$ cat src/hw/rtl/dsnw_pkg.sv
// ----------------------------------------------------------------------------
// dsnw_pkg - shared types and constants for the 8.3 short name matcher
// Slot counts, character codes, register indexes, phase codes and the
// pattern summary that the pattern block hands to the name core.
// ----------------------------------------------------------------------------
package dsnw_pkg;

    localparam int SLOTS      = 11;
    localparam int BASE_SLOTS = 8;
    localparam int EXT_SLOTS  = SLOTS - BASE_SLOTS;
    localparam int POS_W      = $clog2(SLOTS + 1);

    localparam logic [POS_W-1:0] POS_BASE_END = POS_W'(BASE_SLOTS);
    localparam logic [POS_W-1:0] POS_EXT_END  = POS_W'(SLOTS);

    localparam logic [7:0] CHAR_DOT     = 8'h2e;
    localparam logic [7:0] CHAR_STAR    = 8'h2a;
    localparam logic [7:0] CHAR_QMARK   = 8'h3f;
    localparam logic [7:0] CHAR_SPACE   = 8'h20;
    localparam logic [7:0] CHAR_NUL     = 8'h00;
    localparam logic [7:0] CHAR_LOWER_A = 8'h61;
    localparam logic [7:0] CHAR_LOWER_Z = 8'h7a;
    localparam logic [7:0] CASE_OFFSET  = 8'h20;

    localparam int CFG_INDEX_W = 2;
    localparam int CFG_DATA_W  = 64;
    localparam logic [CFG_INDEX_W-1:0] CFG_PATTERN_BASE = 2'd0;
    localparam logic [CFG_INDEX_W-1:0] CFG_PATTERN_EXT  = 2'd1;
    localparam logic [CFG_INDEX_W-1:0] CFG_MATCH_ALL    = 2'd2;

    // dot name tracker codes
    localparam logic [1:0] DOT_NONE  = 2'd0;
    localparam logic [1:0] DOT_ONE   = 2'd1;
    localparam logic [1:0] DOT_TWO   = 2'd2;
    localparam logic [1:0] DOT_OTHER = 2'd3;

    typedef enum logic [1:0] {
        PH_BASE = 2'd0,
        PH_SKIP = 2'd1,
        PH_EXT  = 2'd2,
        PH_DONE = 2'd3
    } phase_t;

    typedef logic [SLOTS-1:0] slot_vec_t;

    typedef struct packed {
        logic [SLOTS-1:0][7:0] bytes;     // pattern byte per slot
        slot_vec_t             free;      // slot matches any character
        slot_vec_t             ok_space;  // slot accepts a blank
        slot_vec_t             ok_qmark;  // slot accepts a '?'
        logic                  dot1_ok;   // fixed form of "." matches
        logic                  dot2_ok;   // fixed form of ".." matches
        logic                  match_all;
    } pat_info_t;

    // true if any slot in [lo, hi) rejects the pad character
    function automatic logic range_bad(input logic [POS_W-1:0] lo,
                                       input logic [POS_W-1:0] hi,
                                       input slot_vec_t        okv);
        logic bad;
        bad = 1'b0;
        for (int p = 0; p < SLOTS; p++)
        begin
            if ((POS_W'(p) >= lo) && (POS_W'(p) < hi) && !okv[p])
            begin
                bad = 1'b1;
            end
        end
        return bad;
    endfunction

endpackage

$ cat src/hw/rtl/dsnw_pattern.sv
// ----------------------------------------------------------------------------
// dsnw_pattern - pattern registers and per-slot match summary
// Holds the three configuration registers and derives, per slot, whether
// the slot is free, accepts a blank or a '?', plus the dot name verdicts.
// ----------------------------------------------------------------------------
module dsnw_pattern
(
    input  logic                              clk,
    input  logic                              rst_n,
    input  logic                              cfg_we,
    input  logic [dsnw_pkg::CFG_INDEX_W-1:0]  cfg_index,
    input  logic [dsnw_pkg::CFG_DATA_W-1:0]   cfg_wdata,
    output dsnw_pkg::pat_info_t               pat
);

    logic [8*dsnw_pkg::BASE_SLOTS-1:0] pattern_base_reg;
    logic [8*dsnw_pkg::EXT_SLOTS-1:0]  pattern_ext_reg;
    logic                              match_all_reg;

    logic [dsnw_pkg::SLOTS-1:0][7:0]   bytes;
    dsnw_pkg::slot_vec_t               zero_prefix;
    dsnw_pkg::slot_vec_t               free;
    dsnw_pkg::slot_vec_t               ok_space;
    logic                              dot0_ok;
    logic                              dot1s_ok;

    always_ff @(posedge clk or negedge rst_n)
    begin
        if (!rst_n)
        begin
            pattern_base_reg <= '0;
            pattern_ext_reg  <= '0;
            match_all_reg    <= 1'b0;
        end
        else if (cfg_we)
        begin
            case (cfg_index)
                dsnw_pkg::CFG_PATTERN_BASE:
                    pattern_base_reg <= cfg_wdata[8*dsnw_pkg::BASE_SLOTS-1:0];
                dsnw_pkg::CFG_PATTERN_EXT:
                    pattern_ext_reg <= cfg_wdata[8*dsnw_pkg::EXT_SLOTS-1:0];
                dsnw_pkg::CFG_MATCH_ALL:
                    match_all_reg <= cfg_wdata[0];
                default:
                    ;
            endcase
        end
    end

    always_comb
    begin
        bytes = {pattern_ext_reg, pattern_base_reg};
        // a zero byte ends the pattern: it and every later slot match anything
        zero_prefix[0] = (bytes[0] == dsnw_pkg::CHAR_NUL);
        for (int p = 1; p < dsnw_pkg::SLOTS; p++)
        begin
            zero_prefix[p] = zero_prefix[p-1] | (bytes[p] == dsnw_pkg::CHAR_NUL);
        end
        for (int p = 0; p < dsnw_pkg::SLOTS; p++)
        begin
            free[p]     = zero_prefix[p] | (bytes[p] == dsnw_pkg::CHAR_QMARK);
            ok_space[p] = free[p] | (bytes[p] == dsnw_pkg::CHAR_SPACE);
        end
        dot0_ok  = free[0] | (bytes[0] == dsnw_pkg::CHAR_DOT);
        dot1s_ok = free[1] | (bytes[1] == dsnw_pkg::CHAR_DOT);

        pat.bytes     = bytes;
        pat.free      = free;
        pat.ok_space  = ok_space;
        pat.ok_qmark  = free;
        pat.dot1_ok   = dot0_ok & ok_space[1] & (&ok_space[dsnw_pkg::SLOTS-1:2]);
        pat.dot2_ok   = dot0_ok & dot1s_ok & (&ok_space[dsnw_pkg::SLOTS-1:2]);
        pat.match_all = match_all_reg;
    end

endmodule

$ cat src/hw/rtl/dsnw_core.sv
// ----------------------------------------------------------------------------
// dsnw_core - name expansion and slot compare
// Registers each input beat, then in one pass expands it into 8.3 slots,
// updates phase/position/fill state and produces the match bit on the
// last character of a name.
// ----------------------------------------------------------------------------
module dsnw_core
(
    input  logic                 clk,
    input  logic                 rst_n,
    input  logic                 s_tvalid,
    output logic                 s_tready,
    input  logic [7:0]           s_tdata,
    input  logic                 s_tlast,
    input  dsnw_pkg::pat_info_t  pat,
    input  logic [1:0]           out_level,
    input  logic                 out_pop,
    output logic                 res_valid,
    output logic                 res_matched
);

    logic                           in_valid_reg;
    logic [7:0]                     in_char_reg;
    logic                           in_last_reg;

    dsnw_pkg::phase_t               phase_reg, phase_next;
    logic [dsnw_pkg::POS_W-1:0]     pos_reg, pos_next;
    logic                           wild_reg, wild_next;
    logic                           miss_reg, miss_next;
    logic [1:0]                     dot_reg, dot_next;

    dsnw_pkg::phase_t               ph1;
    logic [dsnw_pkg::POS_W-1:0]     pos1;
    logic                           w1;
    logic                           m1;
    logic                           m2;
    logic [7:0]                     u;
    logic [7:0]                     pb;
    logic                           pb_free;
    logic                           char_ok;
    logic                           is_dot;
    logic                           is_star;
    dsnw_pkg::slot_vec_t            fill_old;
    dsnw_pkg::slot_vec_t            fill_new;
    logic                           ok;
    logic                           accept;

    // a last beat in flight will need a result slot; two slots in total,
    // and a result leaving this cycle frees one
    assign s_tready = ({1'b0, out_level} + {2'b0, in_valid_reg & in_last_reg})
                    < ({2'b0, out_pop} + 3'd2);
    assign accept   = s_tvalid & s_tready;

    always_ff @(posedge clk or negedge rst_n)
    begin
        if (!rst_n)
        begin
            in_valid_reg <= 1'b0;
        end
        else
        begin
            in_valid_reg <= accept;
        end
    end

    always_ff @(posedge clk)
    begin
        if (accept)
        begin
            in_char_reg <= s_tdata;
            in_last_reg <= s_tlast;
        end
    end

    always_ff @(posedge clk or negedge rst_n)
    begin
        if (!rst_n)
        begin
            phase_reg <= dsnw_pkg::PH_BASE;
            pos_reg   <= '0;
            wild_reg  <= 1'b0;
            miss_reg  <= 1'b0;
            dot_reg   <= dsnw_pkg::DOT_NONE;
        end
        else
        begin
            phase_reg <= phase_next;
            pos_reg   <= pos_next;
            wild_reg  <= wild_next;
            miss_reg  <= miss_next;
            dot_reg   <= dot_next;
        end
    end

    always_comb
    begin
        is_dot  = (in_char_reg == dsnw_pkg::CHAR_DOT);
        is_star = (in_char_reg == dsnw_pkg::CHAR_STAR);

        if (in_char_reg inside {[dsnw_pkg::CHAR_LOWER_A:dsnw_pkg::CHAR_LOWER_Z]})
        begin
            u = in_char_reg - dsnw_pkg::CASE_OFFSET;
        end
        else
        begin
            u = in_char_reg;
        end
        if (is_star)
        begin
            u = dsnw_pkg::CHAR_QMARK;
        end

        if (pos_reg < dsnw_pkg::POS_EXT_END)
        begin
            pb      = pat.bytes[pos_reg];
            pb_free = pat.free[pos_reg];
        end
        else
        begin
            pb      = dsnw_pkg::CHAR_NUL;
            pb_free = 1'b1;
        end
        char_ok  = pb_free | (pb == u);
        fill_old = wild_reg ? pat.ok_qmark : pat.ok_space;

        // dot name tracker
        case (dot_reg)
            dsnw_pkg::DOT_NONE: dot_next = is_dot ? dsnw_pkg::DOT_ONE : dsnw_pkg::DOT_OTHER;
            dsnw_pkg::DOT_ONE:  dot_next = is_dot ? dsnw_pkg::DOT_TWO : dsnw_pkg::DOT_OTHER;
            default:            dot_next = dsnw_pkg::DOT_OTHER;
        endcase

        // character step
        ph1  = phase_reg;
        pos1 = pos_reg;
        w1   = wild_reg;
        m1   = miss_reg;
        case (phase_reg)
            dsnw_pkg::PH_BASE:
            begin
                if (is_dot)
                begin
                    m1   = miss_reg | dsnw_pkg::range_bad(pos_reg, dsnw_pkg::POS_BASE_END,
                                                          fill_old);
                    pos1 = dsnw_pkg::POS_BASE_END;
                    w1   = 1'b0;
                    ph1  = dsnw_pkg::PH_EXT;
                end
                else
                begin
                    if (is_star)
                    begin
                        w1 = 1'b1;
                    end
                    m1   = miss_reg | !char_ok;
                    pos1 = pos_reg + 1'b1;
                    if (pos1 >= dsnw_pkg::POS_BASE_END)
                    begin
                        ph1 = dsnw_pkg::PH_SKIP;
                    end
                end
            end
            dsnw_pkg::PH_SKIP:
            begin
                if (is_dot)
                begin
                    pos1 = dsnw_pkg::POS_BASE_END;
                    w1   = 1'b0;
                    ph1  = dsnw_pkg::PH_EXT;
                end
            end
            dsnw_pkg::PH_EXT:
            begin
                if (is_dot)
                begin
                    m1   = miss_reg | dsnw_pkg::range_bad(pos_reg, dsnw_pkg::POS_EXT_END,
                                                          fill_old);
                    pos1 = dsnw_pkg::POS_EXT_END;
                    ph1  = dsnw_pkg::PH_DONE;
                end
                else
                begin
                    if (is_star)
                    begin
                        w1 = 1'b1;
                    end
                    if (pos_reg < dsnw_pkg::POS_EXT_END)
                    begin
                        m1   = miss_reg | !char_ok;
                        pos1 = pos_reg + 1'b1;
                    end
                    if (pos1 >= dsnw_pkg::POS_EXT_END)
                    begin
                        ph1 = dsnw_pkg::PH_DONE;
                    end
                end
            end
            default:
                ;
        endcase

        // end-of-name padding from the updated state
        fill_new = w1 ? pat.ok_qmark : pat.ok_space;
        case (ph1)
            dsnw_pkg::PH_BASE:
                m2 = m1
                   | dsnw_pkg::range_bad(pos1, dsnw_pkg::POS_BASE_END, fill_new)
                   | dsnw_pkg::range_bad(dsnw_pkg::POS_BASE_END, dsnw_pkg::POS_EXT_END,
                                         pat.ok_space);
            dsnw_pkg::PH_SKIP:
                m2 = m1
                   | dsnw_pkg::range_bad(dsnw_pkg::POS_BASE_END, dsnw_pkg::POS_EXT_END,
                                         pat.ok_space);
            dsnw_pkg::PH_EXT:
                m2 = m1 | dsnw_pkg::range_bad(pos1, dsnw_pkg::POS_EXT_END, fill_new);
            default:
                m2 = m1;
        endcase

        if (pat.match_all)
        begin
            ok = 1'b1;
        end
        else if (dot_next == dsnw_pkg::DOT_ONE)
        begin
            ok = pat.dot1_ok;
        end
        else if (dot_next == dsnw_pkg::DOT_TWO)
        begin
            ok = pat.dot2_ok;
        end
        else
        begin
            ok = !m2;
        end

        phase_next = phase_reg;
        pos_next   = pos_reg;
        wild_next  = wild_reg;
        miss_next  = miss_reg;
        if (in_valid_reg)
        begin
            if (in_last_reg)
            begin
                phase_next = dsnw_pkg::PH_BASE;
                pos_next   = '0;
                wild_next  = 1'b0;
                miss_next  = 1'b0;
                dot_next   = dsnw_pkg::DOT_NONE;
            end
            else
            begin
                phase_next = ph1;
                pos_next   = pos1;
                wild_next  = w1;
                miss_next  = m1;
            end
        end
        else
        begin
            dot_next = dot_reg;
        end

        res_valid   = in_valid_reg & in_last_reg;
        res_matched = ok;
    end

endmodule

$ cat src/hw/rtl/dsnw_out_buf.sv
// ----------------------------------------------------------------------------
// dsnw_out_buf - two-entry result buffer
// Output register plus skid entry so results can land while the
// receiver stalls; reports its fill level upstream.
// ----------------------------------------------------------------------------
module dsnw_out_buf
(
    input  logic       clk,
    input  logic       rst_n,
    input  logic       push,
    input  logic       push_data,
    output logic       m_tvalid,
    input  logic       m_tready,
    output logic       m_data,
    output logic [1:0] level
);

    logic out_valid_reg, out_valid_next;
    logic out_data_reg, out_data_next;
    logic skid_valid_reg, skid_valid_next;
    logic skid_data_reg, skid_data_next;
    logic pop;

    always_ff @(posedge clk or negedge rst_n)
    begin
        if (!rst_n)
        begin
            out_valid_reg  <= 1'b0;
            skid_valid_reg <= 1'b0;
        end
        else
        begin
            out_valid_reg  <= out_valid_next;
            skid_valid_reg <= skid_valid_next;
        end
    end

    always_ff @(posedge clk)
    begin
        out_data_reg  <= out_data_next;
        skid_data_reg <= skid_data_next;
    end

    always_comb
    begin
        pop             = out_valid_reg & m_tready;
        out_valid_next  = out_valid_reg;
        out_data_next   = out_data_reg;
        skid_valid_next = skid_valid_reg;
        skid_data_next  = skid_data_reg;
        if (pop)
        begin
            if (skid_valid_reg)
            begin
                out_data_next   = skid_data_reg;
                skid_valid_next = push;
                skid_data_next  = push_data;
            end
            else
            begin
                out_valid_next = push;
                out_data_next  = push_data;
            end
        end
        else if (!out_valid_reg)
        begin
            out_valid_next = push;
            out_data_next  = push_data;
        end
        else if (push)
        begin
            skid_valid_next = 1'b1;
            skid_data_next  = push_data;
        end
    end

    assign m_tvalid = out_valid_reg;
    assign m_data   = out_data_reg;
    assign level    = {1'b0, out_valid_reg} + {1'b0, skid_valid_reg};

endmodule

$ cat src/hw/rtl/dos_short_name_wildcard_match.sv
// ----------------------------------------------------------------------------
// dos_short_name_wildcard_match - 8.3 file name wildcard matcher
// Streams a file name one character per beat and reports whether its
// 8.3 expansion matches the configured 11-slot pattern.
// ----------------------------------------------------------------------------
// Usage:
//   Slave channel: one name character per beat in s_tdata, s_tlast on the
//   final character. Master channel: one beat per name, m_tdata[0] = match.
//   Configuration: cfg_we with cfg_index 0 (base pattern, 8 bytes), 1 (ext
//   pattern, 3 bytes), 2 (match-all flag); write only while idle.
//   Throughput: one character per cycle while s_tready is high; each beat is
//   registered, then expanded and compared against all slots combinationally.
//   Result path: after the last character is accepted, the match bit goes
//   through the input register and then the result buffer to m_tvalid.
//   Stall: a two-entry result buffer keeps s_tready high while a result
//   waits; input stalls only once both entries are full or about to be.
//   Reset: pattern and match-all clear (an all-zero pattern matches every
//   name), name state returns to the start of a name, buffer empties.
// ----------------------------------------------------------------------------
module dos_short_name_wildcard_match
(
    input  logic                              clk,
    input  logic                              rst_n,
    input  logic                              s_tvalid,
    output logic                              s_tready,
    input  logic [7:0]                        s_tdata,   // [7:0] name_char
    input  logic                              s_tlast,   // is_last
    output logic                              m_tvalid,
    input  logic                              m_tready,
    output logic [7:0]                        m_tdata,   // [0] matched, [7:1] zero
    input  logic                              cfg_we,
    input  logic [dsnw_pkg::CFG_INDEX_W-1:0]  cfg_index,
    input  logic [dsnw_pkg::CFG_DATA_W-1:0]   cfg_wdata
);

    dsnw_pkg::pat_info_t pat;
    logic [1:0]          out_level;
    logic                out_pop;
    logic                res_valid;
    logic                res_matched;
    logic                out_matched;

    assign out_pop = m_tvalid & m_tready;

    dsnw_pattern u_pattern
    (
        .clk       (clk),
        .rst_n     (rst_n),
        .cfg_we    (cfg_we),
        .cfg_index (cfg_index),
        .cfg_wdata (cfg_wdata),
        .pat       (pat)
    );

    dsnw_core u_core
    (
        .clk         (clk),
        .rst_n       (rst_n),
        .s_tvalid    (s_tvalid),
        .s_tready    (s_tready),
        .s_tdata     (s_tdata),
        .s_tlast     (s_tlast),
        .pat         (pat),
        .out_level   (out_level),
        .out_pop     (out_pop),
        .res_valid   (res_valid),
        .res_matched (res_matched)
    );

    dsnw_out_buf u_out_buf
    (
        .clk       (clk),
        .rst_n     (rst_n),
        .push      (res_valid),
        .push_data (res_matched),
        .m_tvalid  (m_tvalid),
        .m_tready  (m_tready),
        .m_data    (out_matched),
        .level     (out_level)
    );

    assign m_tdata = {7'b0, out_matched};

endmodule
$ cat config.mk
export PLATFORM = sky130hd
export DESIGN_NAME = dos_short_name_wildcard_match
export DESIGN_NICKNAME = d
export VERILOG_FILES = /design/src/hw/rtl/dsnw_pkg.sv /design/src/hw/rtl/dsnw_pattern.sv /design/src/hw/rtl/dsnw_core.sv /design/src/hw/rtl/dsnw_out_buf.sv /design/src/hw/rtl/dos_short_name_wildcard_match.sv
export SDC_FILE = /design/constraint.sdc
export NUM_CORES = 1
export LEC_CHECK = 0
export ABC_CLOCK_PERIOD_IN_PS = 7050
export BUFFER_PORTS_ARGS = -buffer_cell sky130_fd_sc_hd__buf_2
export CAP_MARGIN = 20
export CORE_UTILIZATION = 35
export DETAILED_ROUTE_END_ITERATION = 10
export SLEW_MARGIN = 0
export SYNTH_ARGS = -nofsm -noshare
export SYNTH_HDL_FRONTEND = slang
export SYNTH_SLANG_ARGS = --single-unit
$ cat constraint.sdc
create_clock -name clk -period 7.05 [get_ports clk]
set_clock_uncertainty 0.1 [all_clocks]
set_input_delay 0.705 -clock clk [delete_from_list [all_inputs] [get_ports clk]]
set_output_delay 0.705 -clock clk [all_outputs]
set_load 0.03 [all_outputs]
# ---- Word level (Yosys, flattened, before mapping)
# Index checks and enable logic that the tools add are counted.
dict set report word_totals {
  ff_bits 113
  latchBits 0
  mem_bits_rw 0
  rom_bits 0
  inputBits 80
  out_inout_bits 10
  wordCells 298
  mem_count 0
}
dict set report op_classes {
  add_sub_neg 5
  mul 0
  div_mod_pow 0
  n_lt_le_gt_ge 29
  n_eq_ne 39
  shifts 0
  muxes 91
  n_bitwise 49
  n_reduce_logical 70
}
# operator n
set op_table {}
lappend op_table {{8-bit by 6-bit == test with 1-bit output, second input constant} 26}
lappend op_table {{8-bit logical NOT} 11}
lappend op_table {{1-bit two-way mux} 62}
lappend op_table {{1-bit OR} 42}
lappend op_table {{8-bit binary-select mux with 4-bit select} 1}
lappend op_table {{3-bit by 4-bit greater-or-equal comparator with 1-bit output, first input constant} 8}
lappend op_table {{8-bit two-way mux} 4}
lappend op_table {{4-bit two-way mux} 7}
lappend op_table {{4-bit greater-or-equal comparator, first input constant} 6}
lappend op_table {{1-bit logical NOT} 24}
lappend op_table {{1-bit logical AND} 23}
lappend op_table {{11-bit two-way mux} 2}
lappend op_table {{1-bit by 4-bit greater-or-equal comparator with 1-bit output, first input constant} 4}
lappend op_table {{2-bit by 4-bit greater-or-equal comparator with 1-bit output, first input constant} 4}
lappend op_table {{2-bit two-way mux} 8}
lappend op_table {{4-bit one-hot mux with 3 select lines} 1}
lappend op_table {{2-bit by 1-bit == test with 1-bit output, second input constant} 5}
lappend op_table {{9-bit AND reduction} 1}
lappend op_table {{2-bit == test, second input constant} 4}
lappend op_table {{8-bit == test} 1}
lappend op_table {{4-bit greater-or-equal comparator, second input constant} 2}
lappend op_table {{8-bit by 7-bit greater-or-equal comparator with 1-bit output, second input constant} 1}
lappend op_table {{8-bit by 7-bit less-or-equal comparator with 1-bit output, second input constant} 1}
lappend op_table {{2-bit logical NOT} 4}
lappend op_table {{other kinds (19)} 31}

# ---- Depth between registers and ports, before layout
# Gate-level depths: netlist (run 1).
dict set report depth {
  depth_word 42
  depth_mapped 18
  mapped_depth_nobuf 16
}

# ---- Cells and area by module
# From an unflattened synthesis (run 1), not the netlist that was laid out.
dict set report hier_totals {
  hier_cells 675
  area_unflattened_um2 7210.7
}
# module n_inst cells_each area_each_um2
set by_module_without_submodules {}
lappend by_module_without_submodules {dsnw_pattern 1 338 4166.5}
lappend by_module_without_submodules {dsnw_core 1 310 2773.9}
lappend by_module_without_submodules {dsnw_out_buf 1 17 200.2}
lappend by_module_without_submodules {dos_short_name_wildcard_match 1 10 70.1}

# ---- Least setup slack after synthesis (run 1)
# Ideal clock, no wire load.
dict set report synth_path {
  path_kind {register -> register}
  from {register u_core.pos_reg[0] in the netlist's numbering}
  to {register u_out_buf.skid_data_reg, data pin}
  t_arrival_ns 3.478
  required_ns 6.811
  slack_ns 3.334
  stages_incl_launch_ff 17
  n_path_buf 2
  synth_period_minus_slack_ns 3.716
  cell_sequence {dfrtp_1 > buf_2 > clkbuf_1 > inv_1 > ha_1 > a21oi_1 > o21ai_0 > a21oi_1 > nor2_1 > a21oi_1 > inv_1 > ha_1 > nor3_1 > and2b_2 > a2111oi_2 > a211oi_1 > nor2_1}
}
dict set report synth_via {
  elab_chain_cells 29
  word_cells_on_any_way 120
  cone_classes {add/sub (1); order compare (25); eq/ne (3); mux (58); bitwise (8); reduce/logical (25)}
}
# element line
set synth_lines {}
lappend synth_lines {{start: declaration} dsnw_core.sv:27} ;# logic [dsnw_pkg::POS_W-1:0] pos_reg, pos_next;
lappend synth_lines {{start signal: assignment} dsnw_core.sv:88} ;# pos_reg <= pos_next;
lappend synth_lines {{4-bit by 1-bit adder with 4-bit output / 4-bit less-than comparator (equally long branches)} n/a}
lappend synth_lines {{4-bit two-way mux} dsnw_core.sv:187} ;# if (pos_reg < dsnw_pkg::POS_EXT_END)
lappend synth_lines {{4-bit two-way mux} dsnw_core.sv:174} ;# if (is_dot)
lappend synth_lines {{4-bit two-way mux} dsnw_core.sv:138} ;# case (phase_reg)
lappend synth_lines {{4-bit two-way mux} dsnw_core.sv:174}
lappend synth_lines {{4-bit one-hot mux with 3 select lines} dsnw_core.sv:138}
lappend synth_lines {{1-bit by 4-bit greater-or-equal comparator with 1-bit output} dsnw_pkg.sv:64} ;# if ((POS_W'(p) >= lo) && (POS_W'(p) < hi) && !okv[p])
lappend synth_lines {{1-bit logical AND} dsnw_pkg.sv:64}
lappend synth_lines {{[... 14 more ...]} n/a}
lappend synth_lines {{1-bit logical NOT *} dsnw_core.sv:234} ;# ok = !m2;
lappend synth_lines {{1-bit two-way mux *} dsnw_core.sv:228} ;# else if (dot_next == dsnw_pkg::DOT_TWO)
lappend synth_lines {{1-bit two-way mux *} dsnw_core.sv:224} ;# else if (dot_next == dsnw_pkg::DOT_ONE)
lappend synth_lines {{1-bit two-way mux *} dsnw_core.sv:220} ;# if (pat.match_all)
lappend synth_lines {{named net res_matched} dos_short_name_wildcard_match.sv:40} ;# logic res_matched;
lappend synth_lines {{1-bit two-way mux} dsnw_out_buf.sv:70} ;# else if (push)
lappend synth_lines {{1-bit two-way mux} dsnw_out_buf.sv:65} ;# else if (!out_valid_reg)
lappend synth_lines {{1-bit two-way mux *} dsnw_out_buf.sv:51} ;# if (pop)
lappend synth_lines {{end signal: assignment} dsnw_out_buf.sv:41} ;# skid_data_reg <= skid_data_next;
lappend synth_lines {{end: declaration} dsnw_out_buf.sv:21} ;# logic skid_data_reg, skid_data_next;
# Mark *: on every way through the listed nets, which the timed path passes. The rest lies on a longest branch. The select of a mux whose other input is x is not followed.
# A chain may end at the register's enable or synchronous reset.

# ---- Final worst setup path (run 1)
# Same ends and word-level chain as after synthesis.

==> results.ini, run 1 <==
[power_and_ir_drop]
power.leakage_nw=3.346
p_int_mw=1.754
power.total_mw=2.746
peakVddDrop_mv=0.1680
p_seq_share_pct=37.3
clock_power_share_pct=31.3
switching_power_mw=0.9919
power.density_mw_per_mm2=331.2
combPwrFrac_pct=31.4
switching_share_pct=36.12

[routing]
drtPass1Iterations=5
remaining_drc_errors=0
vias_per_cell=5.753
drt_iter0_markers=448
routed_wl_um=21200
antenna_left=0
via_count=5937
wl_per_cell_um=20.55

[synthesis]
synth_edf_count=11
synth-adder-area-share_pct=1.704
yosysSeqAreaShare_pct=40.90
yosys.area_share.simple_pct=17.45
synth.avg_cell_area_um2=10.41
syn_inst=677
synth_xor_area_share_pct=1.118
ys_types=84
synth_seq_cells=113
synth_area_leader_cell=dfrtp_1
ys.flop_type=dfrtp_1
synthArstFlopShare_pct=90.27
synth_top_area_share_pct=36.22
synth_warnings=0
syn-cell-area_mm2=0.007048
synth_area_leaders=dfrtp_1 (36%), mux2_2 (14%), edfxtp_1 (4.7%)
synthMuxAreaShare_pct=20.61
synth_top_family_by_area=multiplexers
synth-compound-area-share_pct=14.66

[clock_network]
cts_buffers=17
postCtsSetupRepairBufs=0
tritoncts=done
ctsResizeCount=0
cts.sinks=113
root_buffer=clkbuf_16
htree_levels=4
clock_latency_ns=0.41
cts_hold_buf=0
clockBufferDepth=2
cts.reportedPaths.clkPinSlew_ns=0.06

[finish]
num-fill-cells=1938
antenna_cells=0
regArea_mm2=0.002883
final_layout_size_suffix_gt1_share_pct=31.94
final_nets=843
final_cells=1032
utilization_pct=42.33
largest_register_ffs=64
syn_to_final_growth_pct=17.66
multi_input_area_mm2=0.003946

[placement]
post-place-cells=1000
dp_hpwl_um=16120
port_buffers=82
gp_congestion=0.9832

[worst_hold_path]
hold_class=primary input to async pin

[global_routing]
grt_max_degree=68
antenna_found_initial=0
grt_overflow=0
grt_pass1_wl_um=33680
grtUsageTotal_pct=21.87
grt_pass1_vias=5719

[timing]
period_needed_ns=4.258
setup_viol=0
rsz0062_at_grt=false
slew_headroom_pct=33.97
tns_ns=0
maxClockFrequency_mhz=234.9
holdWs_ns=0.1667
final_hold_viol_count=0
period_share_pct=60.39
tightest_slew_ns=0.9904
drv_slew=0

[floorplan]
coreArea_mm2=0.01959
initial_core_util_pct=35.98
die-height_um=143.9
rows=51
die_area_mm2=0.02071
die_x_um=143.9
io_pins=90

[critical_path]
critPathMaxStageDelay_ns=0.83
crit_required_ns=7.22
crit_arrival_ns=4.43
path_max_fanout=18
crit_path_start_kind=flip-flop
worstSetupPathType=flip-flop to flip-flop
end_kind=flip-flop
slowest_stage=dfrtp_1
crit_path_cell_trace=buf_4 > ha_1 > and3_1 > nor2_1 > a21oi_1 > o21ai_0 > a21oi_1 > nor2_1 > a21oi_1 > inv_1 > ha_1 > nor3_1 > and2b_2 > a2111oi_2 > a211oi_1 > nor2_1

[run]
cap_violations=0

[run_status]
status=finished clean

## logic make-up after synthesis
| group | after synthesis |
|---|---|
| AOI/OAI and AO/OA | 146 |
| and+or+nand+nor | 220 |
| buffers and inverters | 55 |
| other | 1 |
| adders and majority gates | 9 |
| muxes | 124 |
| xor gates and xnor gates | 9 |
| DFF | 113 |
## synthesized netlist by cell type (all sizes together), types with 3 or more instances
master,count
nor4,21
nor3b,3
o31ai,4
clkbuf,20
nand4,15
nor3,12
a211oi,7
xnor2,5
o221ai,4
o22ai,9
or4,19
and2,5
mux2,89
nand3,18
o21a,4
buf,15
nor2,31
mux4,8
a21o,4
nand2b,8
mux2i,27
a21oi,33
edfxtp,11
ha,8
o2111ai,3
nor2b,8
inv,19
o211ai,4
nand3b,5
or2,4
a2bb2oi,6
xor2,4
a221o,3
a31oi,7
or3,7
nand2,51
nand4b,3
a22oi,5
o21ai,27
a221oi,6
dfrtp,102
o2bb2ai,4
## worst max-delay path, delay by kind of cell, from the launching register on
family	cells	cell delay (ns)
flops	1	0.83
fa+ha+maj	2	0.67
compound gates	6	1.16
buf+inv	2	0.49
simple gates	6	0.86
## cell usage in the layout, fill, tap and decap left out, drive strengths merged, types with 21 or more instances in the layout
cell	count
a21oi	33
buf	87
clkbuf	25
dfrtp	102
mux2	89
mux2i	27
nand2	51
nor2	31
nor4	21
o21ai	27
## worst paths after layout
kind	start	endpoint	slack [ns]	cells past startpoint
setup / recovery	u_core.pos_reg[0]$_DFFE_PN0P_	u_out_buf.skid_data_reg$_DFFE_PP_	2.79	16
hold / removal	rst_n	u_core.miss_reg$_DFFE_PN0P_	0.17	1
setup reg to reg	u_core.pos_reg[0]$_DFFE_PN0P_	u_out_buf.skid_data_reg$_DFFE_PP_	2.79	16
hold reg to reg	u_core.miss_reg$_DFFE_PN0P_	u_core.miss_reg$_DFFE_PN0P_	0.40	1
max in group asynchronous	rst_n	u_pattern.pattern_base_reg[27]$_DFFE_PN0P_	5.49	2
min in group clk	s_tdata[4]	u_core.in_char_reg[4]$_DFFE_PP_	0.36	1
## power groups by stage
| stage | clock network (mW) | logic [mW] | registers (mW) |
|---|---|---|---|
| after global placement | 0 | 0.845 | 1.03 |
| after global routing | 0.912 | 0.936 | 1.05 |
| after floorplan | 0 | 0.670 | 0.923 |
| after CTS | 0.880 | 0.855 | 1.02 |
| after detailed placement | 0 | 0.852 | 1.03 |
| final | 0.860 | 0.862 | 1.02 |
## per-stage QoR
stage | setup WS [ns] | area (um^2)
final | 2.792 | 8293
after global routing | 2.376 | 8293
after CTS | 2.770 | 8293
after detailed placement | 2.803 | 7686
after global placement | 2.946 | 7686
after floorplan | 3.334 | 7071
## cell type report
cell class	count	share of cell area, %
inverter	20	0.9053
tap	265	3.998
clock buffer	25	6.488
multi-input combinational	515	47.59
sequential	113	34.76
clock inverter	7	0.8298
timing repair buffer	87	5.432
## routing by layer
metal | vias to the layer above | share of wire [%] | track usage (%)
met5 | - | 0 | 0
met4 | 0 | 3.7 | 10.69
met3 | 43 | 6.4 | 3.599
met2 | 256 | 44 | 32.24
met1 | 2897 | 46 | 30.86
li1 | 2741 | - | -
No activity file was read; power rests on OpenSTA's default activity.
==> run 2, diff against run 1 <==
- ABC_AREA: not set -> 1
- ABC_CLOCK_PERIOD_IN_PS: 7050 -> 4000
- clock period: 7.05 -> 4 ns (I/O delays scaled with it)
==> results.ini, run 2 <==
[run_status]
status=finished clean

[finish]
largest_register_ffs=64  ; unchanged
final_layout_size_suffix_gt1_share_pct=14.41  ; -18 points
final_common_cell=nand2_1
final_nets=1243  ; +47%
antenna_cells=0  ; unchanged
regArea_mm2=0.002883  ; unchanged
syn_to_final_growth_pct=15.67
num-fill-cells=2202  ; +14%
final_cell_mix=nand2_1 (273), inv_1 (155), nor2_1 (124), dfrtp_1 (102), o21ai_0 (83)
multi_input_area_mm2=0.003676  ; -6.8%

[worst_hold_path]
holdPathStages=1
hold_path_end=u_core.in_char_reg[7]$_DFFE_PP_
hold_start=s_tdata[7]
hold_class=primary input to flip-flop

[power_and_ir_drop]
clock_power_share_pct=28.7  ; -2.6 points
switching_share_pct=41.60  ; +5.5 points
combPwrFrac_pct=39.2  ; +7.8 points
power.total_mw=5.102  ; +86%
power.leakage_nw=4.451  ; +33%
switching_power_mw=2.122  ; +110%
power.density_mw_per_mm2=594.5  ; +80%
p_seq_share_pct=32.1  ; -5.2 points
p_int_mw=2.979  ; +70%
peakVddDrop_mv=0.3139  ; +87%

[clock_network]
htree_levels=4  ; unchanged
cts.sinks=113  ; unchanged
root_buffer=clkbuf_16
clock_latency_ns=0.43  ; +0.02 ns
cts_buffers=17  ; unchanged
clockBufferDepth=2  ; unchanged
ctsResizeCount=0  ; unchanged
cts.reportedPaths.clkPinSlew_ns=0.06  ; about the same
tritoncts=done
postCtsSetupRepairBufs=0  ; unchanged

[placement]
gp_congestion=0.9318  ; -5.2%
dp_hpwl_um=16860  ; +4.6%
port_buffers=82  ; unchanged

[critical_path]
slowest_stage=dfrtp_1
path_buf_inv=2  ; unchanged
path_delay_family=simple AND/OR/NAND/NOR gates
worstSetupPathType=flip-flop to flip-flop
reg2regPathDepth=22  ; +6
cp_common_cell=nand2_1
timing.rr.start=u_core.pos_reg[1]$_DFFE_PN0P_
rrSetupSlack_ns=0.76  ; -2.03 ns
critPathMaxStageDelay_ns=0.72  ; -0.11 ns
regToRegEndpoint=u_out_buf.m_data$_DFFE_PP_
crit_arrival_ns=3.32  ; -1.11 ns
crit_required_ns=4.08  ; -3.14 ns
crit_path_start_kind=flip-flop
path_max_fanout=11  ; -7
end_kind=flip-flop
crit_path_cell_trace=ha_1 > inv_1 > nand2_4 > nand3_1 > nand3_1 > a21oi_1 > or2_2 > nand3_1 > inv_1 > ha_1 > nand2_1 > nor2_1 > nand2_1 > nand2_1 > nand2_1 > nand2_1 > nand3_1 > nand2_1 > nand2_1 > nand2_2 > nand2_1 > nand2_1

[routing]
drt_iter0_markers=674  ; +50%
vias_per_cell=4.990  ; -13%
antenna_left=0  ; unchanged
remaining_drc_errors=0  ; unchanged
drtPass1Iterations=6  ; +1
wl_per_cell_um=15.26  ; -26%
via_count=7165  ; +21%
routed_wl_um=21910  ; +3.3%

[global_routing]
grt_pass1_vias=6819  ; +19%
grt_max_degree=81  ; +19%
antenna_found_initial=0  ; unchanged
grt_pass1_wl_um=35850  ; +6.5%
grt_overflow=0  ; unchanged
grtUsageTotal_pct=21.20  ; -0.67 points

[timing]
slew_headroom_pct=39.95  ; +6.0 points
final_hold_viol_count=0  ; unchanged
rsz0062_at_grt=false
period_share_pct=80.98  ; +21 points
maxClockFrequency_mhz=308.7  ; +31%
period_needed_ns=3.239  ; -1.018 ns
setup_viol=0  ; unchanged
tightest_slew_ns=0.9007  ; -0.08967 ns
tns_ns=0  ; unchanged
drv_slew=0  ; unchanged

[synthesis]
synthArstFlopShare_pct=90.27  ; unchanged
synthMuxAreaShare_pct=1.062  ; -20 points
synth_top_family_by_area=simple AND/OR/NAND/NOR gates
synth.avg_cell_area_um2=6.864  ; -34%
synth_edf_count=11  ; unchanged
synth_top_area_share_pct=34.40  ; -1.8 points
synth_seq_cells=113  ; unchanged
syn-cell-area_mm2=0.007420  ; +5.3%
syn_inst=1081  ; +60%
synth-adder-area-share_pct=1.619  ; -0.085 points
synth_most_common_cell=nand2_1
ys_types=45  ; -46%
synth_area_leaders=dfrtp_1 (34%), nand2_1 (14%), inv_1 (7.8%)
yosysSeqAreaShare_pct=38.85  ; -2.0 points
ys.flop_type=dfrtp_1
synth_area_leader_cell=dfrtp_1
synth_xor_area_share_pct=0.5902  ; -0.53 points
synth-compound-area-share_pct=13.00  ; -1.7 points
ys_top_cells_by_count=nand2_1 (273), inv_1 (155), nor2_1 (124)
synth_warnings=0  ; unchanged
yosys.area_share.simple_pct=32.75  ; +15 points

[run]
cap_violations=0  ; unchanged

[floorplan]
initial_core_util_pct=36.20  ; +0.23 points
io_pins=90  ; unchanged
die-height_um=147.6  ; +2.6%
coreArea_mm2=0.02049  ; +4.6%
die_x_um=147.6  ; +2.6%
rows=52  ; +2.0%
die_area_mm2=0.02179  ; +5.2%

[run 2: worst reg2reg max path, cell delays in order (launching register included)]
cell and delay, ns:
dfrtp_1 0.72, ha_1 0.35, inv_1 0.11, nand2_4 0.11
nand3_1 0.07, nand3_1 0.13, a21oi_1 0.08, or2_2 0.29
nand3_1 0.10, inv_1 0.09, ha_1 0.23, nand2_1 0.07
nor2_1 0.04, nand2_1 0.05, nand2_1 0.04, nand2_1 0.05
nand2_1 0.04, nand3_1 0.07, nand2_1 0.05, nand2_1 0.06
nand2_2 0.05, nand2_1 0.05, nand2_1 0.04
[run 2: routing by layer]
metal / track usage (%) / part of all wire [%] / wire length [um] / up-vias
li1: - / - / - / 3607
met1: 28.92 / 47 / 10300 / 3310
met2: 34.13 / 46 / 10120 / 220
met3: 4.198 / 5.3 / 1152 / 28
met4: 5.876 / 1.6 / 345 / 0
met5: 0 / 0 / 0 / -
[run 2: worst max-delay path by stage]
stage	from	to	slack (ns)	cells after the start
after floorplan	u_core.in_valid_reg$_DFF_PN0_	u_core.in_char_reg[0]$_DFFE_PP_	1.22	6
after global placement	u_core.pos_reg[1]$_DFFE_PN0P_	u_out_buf.m_data$_DFFE_PP_	0.89	26
after detailed placement	u_core.pos_reg[1]$_DFFE_PN0P_	u_out_buf.m_data$_DFFE_PP_	0.86	22
after CTS	u_core.pos_reg[1]$_DFFE_PN0P_	u_out_buf.m_data$_DFFE_PP_	0.82	22
after global routing	u_core.pos_reg[1]$_DFFE_PN0P_	u_out_buf.m_data$_DFFE_PP_	0.44	23
final	u_core.pos_reg[1]$_DFFE_PN0P_	u_out_buf.m_data$_DFFE_PP_	0.76	22
[run 2: through the flow]
stage / setup slack (ns) / std cells / hold slack [ns] / utilization [%] / area [um^2]
after floorplan: 1.225 / 1087 / 0.004409 / - / 7442
after global placement: 0.8887 / 1404 / 0.3703 / 39.06 / 8005
after detailed placement: 0.8555 / 1404 / 0.3745 / 39.06 / 8005
after CTS: 0.8169 / 1436 / 0.03953 / 41.87 / 8582
after global routing: 0.4379 / 1436 / 0.03683 / 41.87 / 8582
final: 0.7609 / 1436 / 0.04710 / 41.87 / 8582
[run 2: final cells by class]
type	instances	share of cell area (%)
Multi-Input combinational cell	765	42.83
Sequential cell	113	33.59
Inverter	164	7.231
Timing Repair Buffer	93	5.803
Clock buffer	22	5.671
Tap cell	270	3.936
Clock inverter	9	0.9331
[run 2: cell families (layout without fill, tap and decap cells)]
kind of cell,after synthesis,after routing
AOI/OAI and AO/OA,181,181
and+or+nand+nor,556,556
other,1,7
buffers and inverters,209,288
adders and majority gates,9,9
muxes,7,7
DFF,113,113
xor gates and xnor gates,5,5
[run 2: timing repair]
action | in CTS | in global routing
hold buffers | 1 | 0
hold endpoints to repair | 52 | 0
endpoints found under the setup margin | 0 | 0
[run 2: power groups by stage]
stage / combinational (mW) / sequential (mW) / clock (mW)
2_1_floorplan: 1.58 / 1.54 / 0
3_3_place_gp: 1.98 / 1.65 / 0
3_5_place_dp: 1.98 / 1.65 / 0
4_1_cts: 1.99 / 1.63 / 1.49
5_1_grt: 2.27 / 1.67 / 1.54
6_report: 2.00 / 1.64 / 1.46
